$ cat src/rtl/core/sbrq_pkg.sv
`timescale 1ns / 1ps
`default_nettype none

package sbrq_pkg;

  typedef enum logic {
    OP_INSERT  = 1'b0,
    OP_EXTRACT = 1'b1
  } op_e;

  typedef enum logic [1:0] {
    KIND_INSERT  = 2'd0,
    KIND_ELEMENT = 2'd1,
    KIND_EMPTY   = 2'd2
  } kind_e;

  // Sentinel for an extract that finds no complete batch: -100.00 degrees.
  localparam logic signed [15:0] EMPTY_SAMPLE = -16'sd10000;

  // Ring bookkeeping request, applied at the clock edge that takes the transaction.
  typedef struct packed {
    logic insert;
    logic extract;
  } ring_cmd_t;

  typedef struct packed {
    logic ins_ok;      // insert would be stored
    logic ready_now;   // complete batch waiting before the request
    logic ready_next;  // complete batch waiting after the request
  } ring_stat_t;

endpackage

`default_nettype wire

$ cat src/rtl/core/sbrq_in_if.sv
`timescale 1ns / 1ps
`default_nettype none

interface sbrq_in_if;
  logic               valid;
  logic               ready;
  logic               opcode;
  logic signed [15:0] sample_value;
  logic        [31:0] time_now;

  modport source (output valid, output opcode, output sample_value, output time_now,
                  input ready);
  modport sink   (input valid, input opcode, input sample_value, input time_now,
                  output ready);
endinterface

`default_nettype wire

$ cat src/rtl/core/sbrq_out_if.sv
`timescale 1ns / 1ps
`default_nettype none

interface sbrq_out_if;
  logic               valid;
  logic               ready;
  logic        [1:0]  result_kind;
  logic               sample_accepted;
  logic               batch_ready;
  logic signed [15:0] out_sample;
  logic        [5:0]  element_index;
  logic        [31:0] batch_time;
  logic               last_of_run;

  modport source (output valid, output result_kind, output sample_accepted,
                  output batch_ready, output out_sample, output element_index,
                  output batch_time, output last_of_run, input ready);
  modport sink   (input valid, input result_kind, input sample_accepted,
                  input batch_ready, input out_sample, input element_index,
                  input batch_time, input last_of_run, output ready);
endinterface

`default_nettype wire

$ cat src/rtl/core/sbrq_ram.sv
`timescale 1ns / 1ps
`default_nettype none

module sbrq_ram #(
  parameter int unsigned WIDTH = 16,
  parameter int unsigned DEPTH = 32,
  localparam int unsigned AW   = $clog2(DEPTH)
) (
  input  logic             clk_i,
  input  logic             we_i,
  input  logic [AW-1:0]    waddr_i,
  input  logic [WIDTH-1:0] wdata_i,
  input  logic             re_i,
  input  logic [AW-1:0]    raddr_i,
  output logic [WIDTH-1:0] rdata_o
);

  logic [WIDTH-1:0] mem [DEPTH];
  logic [WIDTH-1:0] rdata_q;

  always_ff @(posedge clk_i) begin
    if (we_i) begin
      mem[waddr_i] <= wdata_i;
    end
  end

  // Hold read data until the next read.
  always_ff @(posedge clk_i) begin
    if (re_i) begin
      rdata_q <= mem[raddr_i];
    end
  end

  assign rdata_o = rdata_q;

endmodule

`default_nettype wire

$ cat src/rtl/core/sbrq_ring.sv
`timescale 1ns / 1ps
`default_nettype none

module sbrq_ring #(
  parameter int unsigned SLOT_COUNT   = 4,
  parameter int unsigned BATCH_LENGTH = 8,
  localparam int unsigned SLOT_W      = $clog2(SLOT_COUNT),
  localparam int unsigned FILL_W      = $clog2(BATCH_LENGTH + 1)
) (
  input  logic                 clk_i,
  input  logic                 rst_ni,
  input  sbrq_pkg::ring_cmd_t  cmd_i,
  output sbrq_pkg::ring_stat_t stat_o,
  output logic [SLOT_W-1:0]    wslot_o,
  output logic [SLOT_W-1:0]    rslot_o,
  output logic [FILL_W-1:0]    fill_o
);
  import sbrq_pkg::*;

  logic [SLOT_W-1:0]     ws_q, ws_d, rs_q, rs_d;
  logic [FILL_W-1:0]     fill_q, fill_d;
  logic                  acc_q, acc_d;
  logic [SLOT_COUNT-1:0] comp_q, comp_d;
  logic                  ins_ok, ready_now, ready_next;

  function automatic logic [SLOT_W-1:0] next_slot(input logic [SLOT_W-1:0] s);
    return (s == SLOT_W'(SLOT_COUNT - 1)) ? '0 : s + 1'b1;
  endfunction

  always_comb begin
    ws_d      = ws_q;
    rs_d      = rs_q;
    fill_d    = fill_q;
    acc_d     = acc_q;
    comp_d    = comp_q;
    ins_ok    = acc_q && (fill_q < FILL_W'(BATCH_LENGTH));
    ready_now = (ws_q != rs_q) && comp_q[rs_q];

    if (cmd_i.insert && ins_ok) begin
      fill_d = fill_q + 1'b1;
      if (fill_d == FILL_W'(BATCH_LENGTH)) begin
        comp_d[ws_q] = 1'b1;
        if (next_slot(ws_q) != rs_q) begin
          ws_d         = next_slot(ws_q);
          comp_d[ws_d] = 1'b0;
          fill_d       = '0;
        end else begin
          acc_d = 1'b0;
        end
      end
    end

    if (cmd_i.extract && ready_now) begin
      rs_d = next_slot(rs_q);
      if (!acc_q) begin
        // Re-arm: open the slot after the stalled one with an empty batch.
        ws_d         = next_slot(ws_q);
        comp_d[ws_d] = 1'b0;
        fill_d       = '0;
        acc_d        = 1'b1;
      end
    end

    ready_next = (ws_d != rs_d) && comp_d[rs_d];
  end

  always_ff @(posedge clk_i or negedge rst_ni) begin
    if (!rst_ni) begin
      ws_q   <= '0;
      rs_q   <= '0;
      fill_q <= '0;
      acc_q  <= 1'b1;
      comp_q <= '0;
    end else begin
      ws_q   <= ws_d;
      rs_q   <= rs_d;
      fill_q <= fill_d;
      acc_q  <= acc_d;
      comp_q <= comp_d;
    end
  end

  assign stat_o.ins_ok     = ins_ok;
  assign stat_o.ready_now  = ready_now;
  assign stat_o.ready_next = ready_next;
  assign wslot_o           = ws_q;
  assign rslot_o           = rs_q;
  assign fill_o            = fill_q;

endmodule

`default_nettype wire

$ cat src/rtl/core/sample_batch_ring_queue.sv
// Insert or empty extract: one result, held in the output register; the next
//   item is taken the cycle after while the result port keeps up.
// Extract of a complete batch: the first element passes the sample memory read register,
//   then the output register; then one per cycle while the result port keeps up.
// Reset (rst_ni low, asynchronous): ring pointers, fill count, complete bits and
//   handshakes clear at once; sample and timestamp memories keep their contents.
`timescale 1ns / 1ps
`default_nettype none

module sample_batch_ring_queue #(
  parameter int unsigned SLOT_COUNT   = 4,
  parameter int unsigned BATCH_LENGTH = 8
) (
  input  logic       clk_i,
  input  logic       rst_ni,
  sbrq_in_if.sink    in_i,
  sbrq_out_if.source out_o
);
  import sbrq_pkg::*;

  localparam int unsigned SLOT_W = $clog2(SLOT_COUNT);
  localparam int unsigned FILL_W = $clog2(BATCH_LENGTH + 1);
  localparam int unsigned DEPTH  = SLOT_COUNT * BATCH_LENGTH;
  localparam int unsigned ADDR_W = $clog2(DEPTH);

  typedef enum logic {
    ST_IDLE,
    ST_STREAM
  } state_e;

  state_e state_q;

  // Ring bookkeeping
  ring_cmd_t         cmd;
  ring_stat_t        stat;
  logic [SLOT_W-1:0] wslot, rslot;
  logic [FILL_W-1:0] fill;

  // Stream sequencer: k_q counts issued reads, ek_q tags the element in the read register,
  // dv_q marks that register as holding an element not yet moved to the output.
  logic [SLOT_W-1:0] base_q;
  logic [FILL_W-1:0] k_q, ek_q;
  logic              dv_q;
  logic              rdy_q;

  // Output register
  logic               ov_q;
  kind_e              kind_q;
  logic               accepted_q;
  logic               bready_q;
  logic signed [15:0] sample_q;
  logic [5:0]         index_q;
  logic [31:0]        time_q;
  logic               last_q;

  logic               out_free, in_acc, is_ins, is_ext, start, load, issue, last_elem;
  logic               smp_we, tim_we;
  logic [ADDR_W-1:0]  smp_waddr, smp_raddr;
  logic [15:0]        smp_rdata;
  logic [31:0]        tim_rdata;

  // Take a transaction only between items and when the output register can take the result.
  assign out_free   = !ov_q || out_o.ready;
  assign in_i.ready = (state_q == ST_IDLE) && out_free;
  assign in_acc     = in_i.valid && in_i.ready;
  assign is_ins     = in_acc && (op_e'(in_i.opcode) == OP_INSERT);
  assign is_ext     = in_acc && (op_e'(in_i.opcode) == OP_EXTRACT);
  assign start      = is_ext && stat.ready_now;

  assign cmd.insert  = is_ins;
  assign cmd.extract = is_ext;

  // Move the buffered element out whenever the output register frees up; issue the next
  // read when the read register is empty or is emptied this cycle.
  assign load      = (state_q == ST_STREAM) && dv_q && out_free;
  assign issue     = (state_q == ST_STREAM) && (k_q < FILL_W'(BATCH_LENGTH)) && (!dv_q || load);
  assign last_elem = (ek_q == FILL_W'(BATCH_LENGTH - 1));

  // Writes happen only on inserts and reads only on extracts or while streaming, so an entry
  // is never read and written in the same cycle.
  assign smp_we    = is_ins && stat.ins_ok;
  assign tim_we    = smp_we && (fill == '0);
  assign smp_waddr = ADDR_W'(ADDR_W'(wslot) * ADDR_W'(BATCH_LENGTH) + ADDR_W'(fill));
  assign smp_raddr = ADDR_W'(ADDR_W'(base_q) * ADDR_W'(BATCH_LENGTH) + ADDR_W'(k_q));

  sbrq_ring #(
    .SLOT_COUNT  (SLOT_COUNT),
    .BATCH_LENGTH(BATCH_LENGTH)
  ) u_ring (
    .clk_i  (clk_i),
    .rst_ni (rst_ni),
    .cmd_i  (cmd),
    .stat_o (stat),
    .wslot_o(wslot),
    .rslot_o(rslot),
    .fill_o (fill)
  );

  sbrq_ram #(
    .WIDTH(16),
    .DEPTH(DEPTH)
  ) u_sample_ram (
    .clk_i  (clk_i),
    .we_i   (smp_we),
    .waddr_i(smp_waddr),
    .wdata_i(in_i.sample_value),
    .re_i   (issue),
    .raddr_i(smp_raddr),
    .rdata_o(smp_rdata)
  );

  // Timestamp is read once when the extract is taken and held for the whole run.
  sbrq_ram #(
    .WIDTH(32),
    .DEPTH(SLOT_COUNT)
  ) u_time_ram (
    .clk_i  (clk_i),
    .we_i   (tim_we),
    .waddr_i(wslot),
    .wdata_i(in_i.time_now),
    .re_i   (start),
    .raddr_i(rslot),
    .rdata_o(tim_rdata)
  );

  always_ff @(posedge clk_i or negedge rst_ni) begin
    if (!rst_ni) begin
      state_q    <= ST_IDLE;
      base_q     <= '0;
      k_q        <= '0;
      ek_q       <= '0;
      dv_q       <= 1'b0;
      rdy_q      <= 1'b0;
      ov_q       <= 1'b0;
      kind_q     <= KIND_INSERT;
      accepted_q <= 1'b0;
      bready_q   <= 1'b0;
      sample_q   <= '0;
      index_q    <= '0;
      time_q     <= '0;
      last_q     <= 1'b0;
    end else begin
      // Drop the result once taken; a new load below overrides.
      if (out_o.ready) begin
        ov_q <= 1'b0;
      end
      case (state_q)
        ST_IDLE: begin
          if (is_ins) begin
            ov_q       <= 1'b1;
            kind_q     <= KIND_INSERT;
            accepted_q <= stat.ins_ok;
            bready_q   <= stat.ready_next;
            sample_q   <= '0;
            index_q    <= stat.ins_ok ? 6'(fill) : 6'd0;
            time_q     <= '0;
            last_q     <= 1'b1;
          end else if (start) begin
            base_q  <= rslot;
            k_q     <= '0;
            dv_q    <= 1'b0;
            rdy_q   <= stat.ready_next;
            state_q <= ST_STREAM;
          end else if (is_ext) begin
            ov_q       <= 1'b1;
            kind_q     <= KIND_EMPTY;
            accepted_q <= 1'b0;
            bready_q   <= 1'b0;
            sample_q   <= EMPTY_SAMPLE;
            index_q    <= '0;
            time_q     <= '0;
            last_q     <= 1'b1;
          end
        end
        ST_STREAM: begin
          if (issue) begin
            k_q  <= k_q + 1'b1;
            ek_q <= k_q;
            dv_q <= 1'b1;
          end else if (load) begin
            dv_q <= 1'b0;
          end
          if (load) begin
            ov_q       <= 1'b1;
            kind_q     <= KIND_ELEMENT;
            accepted_q <= 1'b0;
            bready_q   <= rdy_q;
            sample_q   <= smp_rdata;
            index_q    <= 6'(ek_q);
            time_q     <= tim_rdata;
            last_q     <= last_elem;
            if (last_elem) begin
              state_q <= ST_IDLE;
            end
          end
        end
        default: begin
          state_q <= ST_IDLE;
        end
      endcase
    end
  end

  assign out_o.valid           = ov_q;
  assign out_o.result_kind     = kind_q;
  assign out_o.sample_accepted = accepted_q;
  assign out_o.batch_ready     = bready_q;
  assign out_o.out_sample      = sample_q;
  assign out_o.element_index   = index_q;
  assign out_o.batch_time      = time_q;
  assign out_o.last_of_run     = last_q;

endmodule

`default_nettype wire

$ cat src/flat_wrapper.sv
// flat-port wrapper written by rule: the top's interface ports become plain ports
module sample_batch_ring_queue_flat import sbrq_pkg::*;
#(
  parameter int unsigned SLOT_COUNT   = 4,
  parameter int unsigned BATCH_LENGTH = 8
)
  (clk_i, rst_ni, in_i_valid, in_i_opcode, in_i_sample_value, in_i_time_now, in_i_ready, out_o_valid, out_o_result_kind, out_o_sample_accepted, out_o_batch_ready, out_o_out_sample, out_o_element_index, out_o_batch_time, out_o_last_of_run, out_o_ready);
  sbrq_in_if in_i_i ();
  sbrq_out_if out_o_i ();
  input  logic clk_i;
  input  logic rst_ni;
  input wire logic [$bits(in_i_i.valid)-1:0] in_i_valid;
  input wire logic [$bits(in_i_i.opcode)-1:0] in_i_opcode;
  input wire logic [$bits(in_i_i.sample_value)-1:0] in_i_sample_value;
  input wire logic [$bits(in_i_i.time_now)-1:0] in_i_time_now;
  output wire logic [$bits(in_i_i.ready)-1:0] in_i_ready;
  output wire logic [$bits(out_o_i.valid)-1:0] out_o_valid;
  output wire logic [$bits(out_o_i.result_kind)-1:0] out_o_result_kind;
  output wire logic [$bits(out_o_i.sample_accepted)-1:0] out_o_sample_accepted;
  output wire logic [$bits(out_o_i.batch_ready)-1:0] out_o_batch_ready;
  output wire logic [$bits(out_o_i.out_sample)-1:0] out_o_out_sample;
  output wire logic [$bits(out_o_i.element_index)-1:0] out_o_element_index;
  output wire logic [$bits(out_o_i.batch_time)-1:0] out_o_batch_time;
  output wire logic [$bits(out_o_i.last_of_run)-1:0] out_o_last_of_run;
  input wire logic [$bits(out_o_i.ready)-1:0] out_o_ready;
  assign in_i_i.valid = in_i_valid;
  assign in_i_i.opcode = in_i_opcode;
  assign in_i_i.sample_value = in_i_sample_value;
  assign in_i_i.time_now = in_i_time_now;
  assign in_i_ready = in_i_i.ready;
  assign out_o_valid = out_o_i.valid;
  assign out_o_result_kind = out_o_i.result_kind;
  assign out_o_sample_accepted = out_o_i.sample_accepted;
  assign out_o_batch_ready = out_o_i.batch_ready;
  assign out_o_out_sample = out_o_i.out_sample;
  assign out_o_element_index = out_o_i.element_index;
  assign out_o_batch_time = out_o_i.batch_time;
  assign out_o_last_of_run = out_o_i.last_of_run;
  assign out_o_i.ready = out_o_ready;
  sample_batch_ring_queue #(.SLOT_COUNT(SLOT_COUNT), .BATCH_LENGTH(BATCH_LENGTH)) u_core (.clk_i(clk_i), .rst_ni(rst_ni), .in_i(in_i_i), .out_o(out_o_i));
endmodule
$ cat config.mk
export PLATFORM = sky130hd
export DESIGN_NAME = sample_batch_ring_queue_flat
export DESIGN_NICKNAME = d
export VERILOG_FILES = /design/src/rtl/core/sbrq_pkg.sv /design/src/rtl/core/sbrq_in_if.sv /design/src/rtl/core/sbrq_out_if.sv /design/src/rtl/core/sbrq_ram.sv /design/src/rtl/core/sbrq_ring.sv /design/src/rtl/core/sample_batch_ring_queue.sv /design/src/flat_wrapper.sv
export SDC_FILE = /design/constraint.sdc
export NUM_CORES = 1
export LEC_CHECK = 0
export BUFFER_PORTS_ARGS = -buffer_cell sky130_fd_sc_hd__buf_2
export CAP_MARGIN = 20
export CORE_UTILIZATION = 45
export DETAILED_ROUTE_END_ITERATION = 12
export PLACE_DENSITY_LB_ADDON = 0.12
export SETUP_SLACK_MARGIN = 0.4
export SYNTH_ARGS = -nofsm -noshare
export SYNTH_HDL_FRONTEND = slang
export SYNTH_HIERARCHICAL = 1
export SYNTH_SLANG_ARGS = --single-unit
$ cat constraint.sdc
create_clock -name clk_i -period 11.27 [get_ports clk_i]
set_clock_uncertainty 0.2 [all_clocks]
set_input_delay 1.6905 -clock clk_i [delete_from_list [all_inputs] [get_ports clk_i]]
set_output_delay 1.6905 -clock clk_i [all_outputs]
set_load 0.005 [all_outputs]
==> impl_metrics.csv, run 1 <==
group,metric,value,unit
status,outcome,"complete, no violations",
pwr,power_leakage,12.3,nW
route,via_per_inst,5.67,
setup_path,worstPathMaxFanout,14,
yosys,yosysMostFrequentCell,"edfxtp_1",
pwr,pwr_density_cell,230,nW/um^2
clocking,cts_tree,"built",
yosys,ys_async_sr_fraction,10.9,%
placed_design,hpwl,41.0,mm
clocking,ctsLongestPathBuffers,3,
route,ant_nets,0,
cells_and_area,fillCellCount,5517,
grt,overflow,0,
worst_hold_path,holdCritPathClass,"reg2reg",
sta,max_slew_margin,31.0,%
sta,drv_slew,0,
pwr,totalPowerFinal,7.89,mW
floorplanning,num_rows,95,
yosys,ys.flop_type,"edfxtp_1",
yosys,avgSynthCellArea,18.0,um^2
floorplanning,die_y,262,um
yosys,synth_common_cells,"688 x edfxtp_1, 262 x mux2i_1, 83 x dfrtp_1",
yosys,ys.warnings.count,6,
route,drtPass1Iterations,5,
cells_and_area,syn2layout_area_growth,12.8,%
clocking,h-tree-depth,3,
placed_design,gp_congestion,0.790,
clocking,holdBufCountCts,0,
yosys,netlist_instances,1692,
pwr,p_clk_share,33.3,%
job,drv_cap,0,
grt,grt_pass1_vias,15400,
yosys,synth_sequential_area_ratio,74.7,%
clocking,cts_setup_buffers,0,
sta,postLayoutSetupSlackWorst,6620,ps
sta,tightest_slew,1030,ps
sta,achievable-frequency,0.215,GHz
clocking,clkSlewWorstSetupHoldPaths,50,ps
placed_design,io_buffers,111,
route,wl_per_cell,25.3,um
setup_path,critPathKind,"in2out",
cells_and_area,nets,1898,
placed_design,postPlaceCellArea,31700,um^2
pwr,internal_power,5.51,mW
sta,period_minus_slack,4650,ps
yosys,synth.top_cells.by_area,"edfxtp_1 68%, mux2i_1 8.6%, dfrtp_1 6.8%, mux4_2 2.2%, a22o_1 2.1%",
grt,antenna_found_initial,3,
yosys,synth_edf_count,688,
clocking,cts-root-buf,"clkbuf_16",
pwr,switching_share,30.2,%
route,drtIter0Drc,1379,
placed_design,dpl.cell_count,2626,
yosys,synthesis.area,30500,um^2
clocking,cts_sinks,772,
clocking,cts_made_buffers,80,
pwr,p_seq_share,43.9,%
floorplanning,ios,114,
pwr,switching_power,2.38,mW
cells_and_area,design_area,34400,um^2
clocking,clk_latency,630,ps
route,totalWireLength,70.2,mm
yosys,synthDistinctLibCells,75,
floorplanning,die_w,262,um
cells_and_area,drive_above_1_share,18.6,%
cells_and_area,stdcell_count,2778,
grt,grt_max_degree,68,
sta,final.setup.tns,0,ps
setup_path,worst_setup_path_start_kind,"input pin",
sta,rsz0062_at_grt,"false",
floorplanning,die-area,68700,um^2
sta,hold_violations,0,
grt,track_usage,20.5,%
yosys,yosysTopAreaCellShare,67.8,%
setup_path,worstPathRequired,9380,ps
yosys,ys_seq_elements,772,
sta,min_period_over_period,41.2,%
route,vias,15700,
placed_design,place_ws,6240,ps
sta,finalSetupViolCount,0,
floorplanning,fp.coreArea,67000,um^2
floorplanning,floorplan.initialDensity,45.4,%
setup_path,cp-end-kind,"output pin",
yosys,yosys.area.top_type,"edfxtp_1",
grt,grt_pass1_wl,103,mm
pwr,max-vdd-ir-drop,0.000203,V
route,drc,0,
clocking,cts-resized-gates,0,
setup_path,critPathArrivalTime,2760,ps
pwr,p_comb_share,22.8,%
==> critical path: stages <==
cell and delay, ps:
buf_2 110, nor2b_1 700, nor2_1 80, buf_2 170
==> registers in the layout, indices dropped and copies added (netlist names), 4 cells and up <==
name                         count
u_core/u_time_ram/rdata_o       32
u_core/out_o.element_index       4
u_core/ek_q                      4
u_core/out_o.out_sample         16
u_core/out_o.batch_time         32
u_core/k_q                       4
u_core/u_ring/fill_o             4
u_core/u_time_ram/mem          128
u_core/u_sample_ram/rdata_o     16
u_core/u_sample_ram/mem        512
u_core/u_ring/comp_q             4
==> routing by layer <==
metal / GRT usage [%] / wire (um) / up-vias / share of wire, %
li1: - / - / 7040 / -
met1: 32.4 / 33900 / 8215 / 48
met2: 29.1 / 31200 / 407 / 45
met3: 2.75 / 3470 / 81 / 4.9
met4: 6.54 / 1580 / 0 / 2.2
met5: 0 / 0 / - / 0
==> final timing paths <==
kind	end	slack (ps)	cells past startpoint	start
setup / recovery	in_i_ready	6620	4	out_o_ready
min in group asynchronous	u_core/out_o.last_of_run	720	1	rst_ni
hold reg to reg	u_core/out_o.batch_time[23]	260	1	u_core/u_time_ram/rdata_o[23]
setup reg to reg	u_core/u_sample_ram/rdata_o[1]	6820	7	u_core/k_q[0]
hold / removal	u_core/out_o.batch_time[23]	260	1	u_core/u_time_ram/rdata_o[23]
max in group asynchronous	u_core/out_o.batch_time[12]	8920	2	rst_ni
==> power groups by stage <==
stage,clock network (mW),logic (mW),registers (mW)
after floorplan,0,1.29,3.44
after global placement,0,1.80,3.52
after detailed placement,0,1.80,3.52
after CTS,2.69,1.81,3.47
after global routing,2.79,1.92,3.48
final,2.63,1.80,3.46
==> cell type report <==
cell class                      count  area (um^2)  share of cell area (%)
Antenna cell                        4         10.0                  0.0291
Clock buffer                      100         2110                    6.13
Clock inverter                     48          522                    1.52
Inverter                           16         61.3                   0.178
Multi-Input combinational cell    804         6870                    20.0
Sequential cell                   772        22800                    66.3
Tap cell                          873         1090                    3.18
Timing Repair Buffer              161          937                    2.73
==> cells by family (layout without fill, tap and decap cells) <==
group / count (synthesis) / in the layout / share of synthesized area (%)
DFF: 772 / 772 / 74.7
muxes: 306 / 306 / 11.5
AOI/OAI and AO/OA: 248 / 248 / 6.25
and+or+nand+nor: 229 / 229 / 3.98
buffers and inverters: 117 / 325 / 2.85
adders and majority gates: 10 / 10 / 0.411
xor gates and xnor gates: 9 / 9 / 0.283
other: 1 / 6 / 0.0123
==> stage by stage <==
step / utilization (%) / hold WS, ps
finish: 51.3 / 259
global placement: 47.3 / 249
detailed placement: 47.3 / 248
floorplan: - / 243
global route: 51.3 / 279
CTS: 51.2 / 260
==> cells in the final DEF, fill, tap and decap left out, types with 30 or more instances in the layout <==
master,count
a22o_1,74
nand3_1,37
a21oi_1,44
dfrtp_1,80
clkbuf_16,80
edfxtp_1,688
mux4_2,30
a22oi_1,65
mux2i_1,262
buf_4,50
nand2_1,49
nor2_1,39
buf_2,110
No activity file was read; power rests on OpenSTA's default activity.
==> run 2: changes to the inputs <==
==> constraint.sdc (replaced) <==
create_clock -name clk_i -period 4.8 [get_ports clk_i]
set_clock_uncertainty 0.2 [all_clocks]
set_input_delay 0.72 -clock clk_i [delete_from_list [all_inputs] [get_ports clk_i]]
set_output_delay 0.72 -clock clk_i [all_outputs]
set_load 0.005 [all_outputs]
==> impl_metrics.csv, run 2 (same netlist as run 1, synthesis figures left out) <==
group,metric,value,unit
sta,final.setup.tns,0,ps
route,wl_met1,31.2,mm
floorplanning,fp.coreArea,67000,um^2
floorplanning,die_y,262,um
cells_and_area,fillCellCount,5518,
clocking,cts_sinks,772,
sta,finalSetupViolCount,0,
pwr,pwr_density_cell,537,nW/um^2
route,via_per_inst,5.62,
clocking,clkSlewWorstSetupHoldPaths,60,ps
worst_hold_path,holdCritPathClass,"in2async",
sta,max_slew_margin,26.9,%
sta,hold_violations,0,
sta,min_period_over_period,79.2,%
route,drc,0,
grt,grt_pass1_wl,102,mm
route,wl_per_cell,25.1,um
sta,period_minus_slack,3800,ps
floorplanning,die-area,68700,um^2
setup_path,critPathKind,"reg2reg",
cells_and_area,top_register,"u_core/u_sample_ram/mem",
clocking,holdBufCountCts,0,
route,top_layer_used,"met4",
pwr,totalPowerFinal,18.5,mW
setup_path,worst_setup_path_start_kind,"flop",
cells_and_area,final_common_cell,"edfxtp_1",
setup_path,worstPathMaxFanout,15,
clocking,cts_made_buffers,81,
placed_design,hpwl,41.8,mm
grt,grt_pass1_vias,15600,
sta,drv_slew,0,
route,ant_nets,0,
job,drv_cap,0,
floorplanning,die_w,262,um
pwr,power_leakage,12.4,nW
sta,rsz0062_at_grt,"false",
route,drtIter0Drc,1336,
cells_and_area,drive_above_1_share,19.3,%
route,totalWireLength,69.9,mm
cells_and_area,nets,1909,
clocking,clk_latency,620,ps
cells_and_area,final_cell_mix,"688 x edfxtp_1, 262 x mux2i_1, 110 x buf_2",
cells_and_area,syn2layout_area_growth,13.1,%
placed_design,gp_congestion,0.837,
grt,antenna_found_initial,0,
setup_path,cp-end-kind,"flop",
route,met3RoutedLength,3.25,mm
grt,track_usage,20.4,%
clocking,cts-root-buf,"clkbuf_16",
clocking,cts-resized-gates,0,
floorplanning,floorplan.initialDensity,45.4,%
route,vias,15700,
clocking,cts_setup_buffers,0,
cells_and_area,largest_reg_flops,512,
floorplanning,ios,114,
clocking,ctsLongestPathBuffers,3,
route,met2_wirelength,34.3,mm
route,drtPass1Iterations,5,
floorplanning,num_rows,95,
sta,achievable-frequency,0.263,GHz
clocking,h-tree-depth,3,
sta,tightest_slew,1100,ps
setup_path,critPathArrivalTime,4150,ps
setup_path,worstPathRequired,5150,ps
cells_and_area,reg_top3,"u_core/u_sample_ram/mem (512), u_core/u_time_ram/mem (128)",
grt,overflow,0,
clocking,cts_tree,"built",
status,outcome,"complete, no violations",
grt,grt_max_degree,79,
pwr,max-vdd-ir-drop,0.000369,V
placed_design,io_buffers,111,
run 2: cell count changes in the layout (fill, tap and decap cells not counted), moves of 2 or more:
cell / change
diode_2: -2
clkbuf_16: +2
buf_4: +7
inv_6: +2
nor2_2: +6
clkbuf_1: +2
clkbuf_8: -2
buf_12: +4
inv_16: -3
nor2_1: -6
run 2: layout make-up:
class / instances / area, um^2 / share of cell area [%]
sequential: 772 / 22800 / 66.1
multi-input combinational: 804 / 6890 / 20.0
clock buffer: 102 / 2140 / 6.20
tap: 873 / 1090 / 3.17
timing repair buffer: 171 / 1060 / 3.07
clock inverter: 47 / 445 / 1.29
inverter: 16 / 61.3 / 0.178
antenna: 2 / 5.00 / 0.0145
run 2: path summary, 6_finish.rpt:
kind,start,to,slack [ps],cells after the start
worst max-delay path,u_core/state_q,u_core/out_o.batch_ready,1000,12
worst min-delay path,rst_ni,u_core/out_o.batch_time[23],7,1
worst max register to register,u_core/state_q,u_core/out_o.batch_ready,1000,12
worst min register to register,u_core/u_time_ram/rdata_o[19],u_core/out_o.batch_time[19],260,1
max in group asynchronous,rst_ni,u_core/out_o.batch_time[9],3540,2
min in group clk_i,in_i_time_now[4],u_core/u_time_ram/mem[3][4],110,1
run 2: stage by stage:
stage | util [%] | setup slack [ps] | std cells | area [um^2] | hold slack (ps)
3_3_place_gp | 47.5 | 871 | 2636 | 31900 | 250
3_5_place_dp | 47.5 | 764 | 2636 | 31900 | 254
4_1_cts | 51.4 | 1020 | 2785 | 34500 | 13.5
6_report | 51.4 | 999 | 2787 | 34500 | 7.37
2_1_floorplan | - | 1280 | 1693 | 30500 | 224
5_1_grt | 51.4 | 811 | 2785 | 34500 | 69.6
run 2: where the power goes:
group	switching [mW]	leakage [nW]	internal [mW]
logic	2.68	3.84	1.67
registers	0.323	7.27	7.74
clock network	2.52	1.27	3.55
run 2: critical path, cell delays in order, from the launching register on:
cell and delay, ps:
dfrtp_1 560, nor2b_1 350, and3_1 380, inv_2 70
or3_4 380, o2bb2ai_4 330, a21oi_4 70, mux2_4 320
xnor2_1 140, a32oi_1 300, inv_1 80, o41ai_1 340
mux2_2 210
run 2: metal layers:
layer / vias up / global-route usage, %
li1: 7075 / -
met5: - / 0
met4: 0 / 5.31
met2: 351 / 33.2
met3: 77 / 2.90
met1: 8149 / 28.9
==> run 3: changes to the inputs <==
==> constraint.sdc (replaced) <==
create_clock -name clk_i -period 3.2 [get_ports clk_i]
set_clock_uncertainty 0.2 [all_clocks]
set_input_delay 0.48 -clock clk_i [delete_from_list [all_inputs] [get_ports clk_i]]
set_output_delay 0.48 -clock clk_i [all_outputs]
set_load 0.005 [all_outputs]
==> impl_metrics.csv, run 3 (same netlist as run 1, synthesis figures left out) <==
group,metric,value,unit
setup_path,worstPathMaxFanout,8,
setup_path,worst_setup_path_start_kind,"flop",
clocking,clk_latency,630,ps
floorplanning,die_y,262,um
status,outcome,"finished, violations left",
clocking,cts_tree,"built",
cells_and_area,drive_above_1_share,22.6,%
setup_path,cp-end-kind,"flop",
grt,overflow,0,
grt,grt_pass1_wl,106,mm
worst_hold_path,whs_endpoint,"u_core/out_o.sample_accepted",
route,drtIter0Drc,1397,
cells_and_area,final_common_cell,"edfxtp_1",
sta,drv_slew,0,
setup_path,worst-r2r-cell-count,11,
route,totalWireLength,72.9,mm
pwr,power_leakage,12.9,nW
placed_design,io_buffers,111,
route,vias,16300,
clocking,ctsLongestPathBuffers,3,
grt,grt_pass1_vias,15800,
clocking,h-tree-depth,3,
sta,final.setup.tns,0,ps
cells_and_area,top_register,"u_core/u_sample_ram/mem",
setup_path,rr_endpoint,"u_core/out_o.batch_ready",
floorplanning,floorplan.initialDensity,45.4,%
sta,hold_violations,0,
setup_path,critPathKind,"reg2reg",
worst_hold_path,holdCritPathClass,"in2reg",
worst_hold_path,hold_start,"in_i_opcode",
route,drtPass1Iterations,9,
cells_and_area,final_cell_mix,"688 x edfxtp_1, 262 x mux2i_1, 110 x buf_2",
placed_design,hpwl,43.1,mm
setup_path,path_cells,"buf_8 > nor2b_4 > o22ai_4 > nand2_2 > or4_4 > a21oi_2 > o21ai_1 > a32oi_2 > inv_2 > o41ai_2 > mux2_4",
route,via_per_inst,5.65,
placed_design,gp_congestion,0.848,
clocking,clkSlewWorstSetupHoldPaths,60,ps
clocking,cts_made_buffers,81,
route,ant_nets,0,
pwr,max-vdd-ir-drop,0.000505,V
setup_path,crit_start,"u_core/u_ring/wslot_o[0]",
cells_and_area,design_area,35800,um^2
sta,tightest_slew,814,ps
cells_and_area,largest_reg_flops,512,
sta,max_slew_margin,45.7,%
setup_path,crit_buf_inv,2,
route,wl_per_cell,25.3,um
placed_design,postPlaceCellArea,32600,um^2
setup_path,path_delay_family,"compound AO/OA/AOI/OAI gates",
worst_hold_path,hold_depth,3,
cells_and_area,reg_top3,"u_core/u_sample_ram/mem (512), u_core/u_time_ram/mem (128)",
floorplanning,ios,114,
job,drv_cap,0,
clocking,cts_sinks,772,
grt,antenna_found_initial,1,
cells_and_area,fillCellCount,5355,
setup_path,critical_path_depth,11,
setup_path,r2r_slack,320,ps
setup_path,slowest_delay,530,ps
clocking,cts-root-buf,"clkbuf_16",
floorplanning,die_w,262,um
floorplanning,die-area,68700,um^2
floorplanning,fp.coreArea,67000,um^2
setup_path,cp_slowest_cell,"or4_4",
status,violations,"DRC",
sta,rsz0062_at_grt,"true",
route,drc,2,
grt,grt_max_degree,64,
setup_path,worstPathRequired,3570,ps
sta,achievable-frequency,0.347,GHz
sta,period_minus_slack,2880,ps
sta,min_period_over_period,90.1,%
grt,track_usage,21.2,%
floorplanning,num_rows,95,
sta,finalSetupViolCount,0,
cells_and_area,syn2layout_area_growth,17.7,%
pwr,pwr_density_cell,780,nW/um^2
setup_path,critPathArrivalTime,3250,ps
setup_path,rr_startpoint,"u_core/u_ring/wslot_o[0]",
cells_and_area,nets,2003,
run 3: routing by layer:
| metal | wire length (um) | vias up | track usage [%] |
|---|---|---|---|
| met5 | 0 | - | 0 |
| met4 | 1220 | 0 | 5.52 |
| met2 | 34400 | 436 | 32.2 |
| li1 | - | 7271 | - |
| met1 | 33300 | 8483 | 31.8 |
| met3 | 4000 | 85 | 3.54 |
run 3: metrics by stage:
| stage | util (%) | setup slack [ps] | std cells | hold WS [ps] | power (mW) |
|---|---|---|---|---|---|
| after floorplan | - | 212 | 1693 | -15.6 | 16.7 |
| after global placement | 48.6 | 120 | 2675 | 248 | 19.1 |
| after detailed placement | 48.6 | 27.4 | 2675 | 252 | 19.2 |
| after CTS | 53.0 | 336 | 2861 | 79.0 | 28.2 |
| after global routing | 53.5 | 165 | 2878 | 93.0 | 29.1 |
| final | 53.5 | 317 | 2880 | 116 | 27.9 |
run 3: area by class of cell:
cell class | instances | area, um^2 | share of cell area (%)
diodes | 2 | 5.00 | 0.0140
well taps | 873 | 1090 | 3.05
clock buffers | 106 | 2150 | 6.00
flip-flops and latches | 772 | 22800 | 63.5
multi-input cells | 805 | 7090 | 19.8
inverters | 16 | 65.1 | 0.182
repair buffers | 264 | 2320 | 6.46
clock inverters | 42 | 350 | 0.977
run 3: report_power, final:
| group | switching, mW | total [mW] | leakage (nW) | internal (mW) |
|---|---|---|---|---|
| combinational | 4.19 | 7.03 | 4.45 | 2.84 |
| sequential | 0.416 | 12.0 | 7.26 | 11.6 |
| clock | 3.80 | 8.88 | 1.21 | 5.08 |
| total | 8.41 | 27.9 | 12.9 | 19.5 |
run 3: how the worst max path moves through the flow:
stage	endpoint	slack [ps]
after floorplan	u_core/u_sample_ram/mem[28][0]	210
after detailed placement	u_core/out_o.batch_ready	30
after global routing	u_core/out_o.batch_ready	170
after global placement	u_core/out_o.batch_ready	120
after CTS	u_core/out_o.batch_ready	340
final	u_core/out_o.batch_ready	320
run 3: what timing repair did:
action                                 CTS  global route
hold buffers                            33             0
setup endpoints to repair               34            92
buffers inserted                         4            15
cloned                                   1             2
gates resized for setup                 10            38
pin swaps                                7            16
endpoints found under the hold margin  172             0
run 3: worst min-delay path: stages:
cell	delay [ps]
buf_2	120
nor3_4	60
a22o_1	230
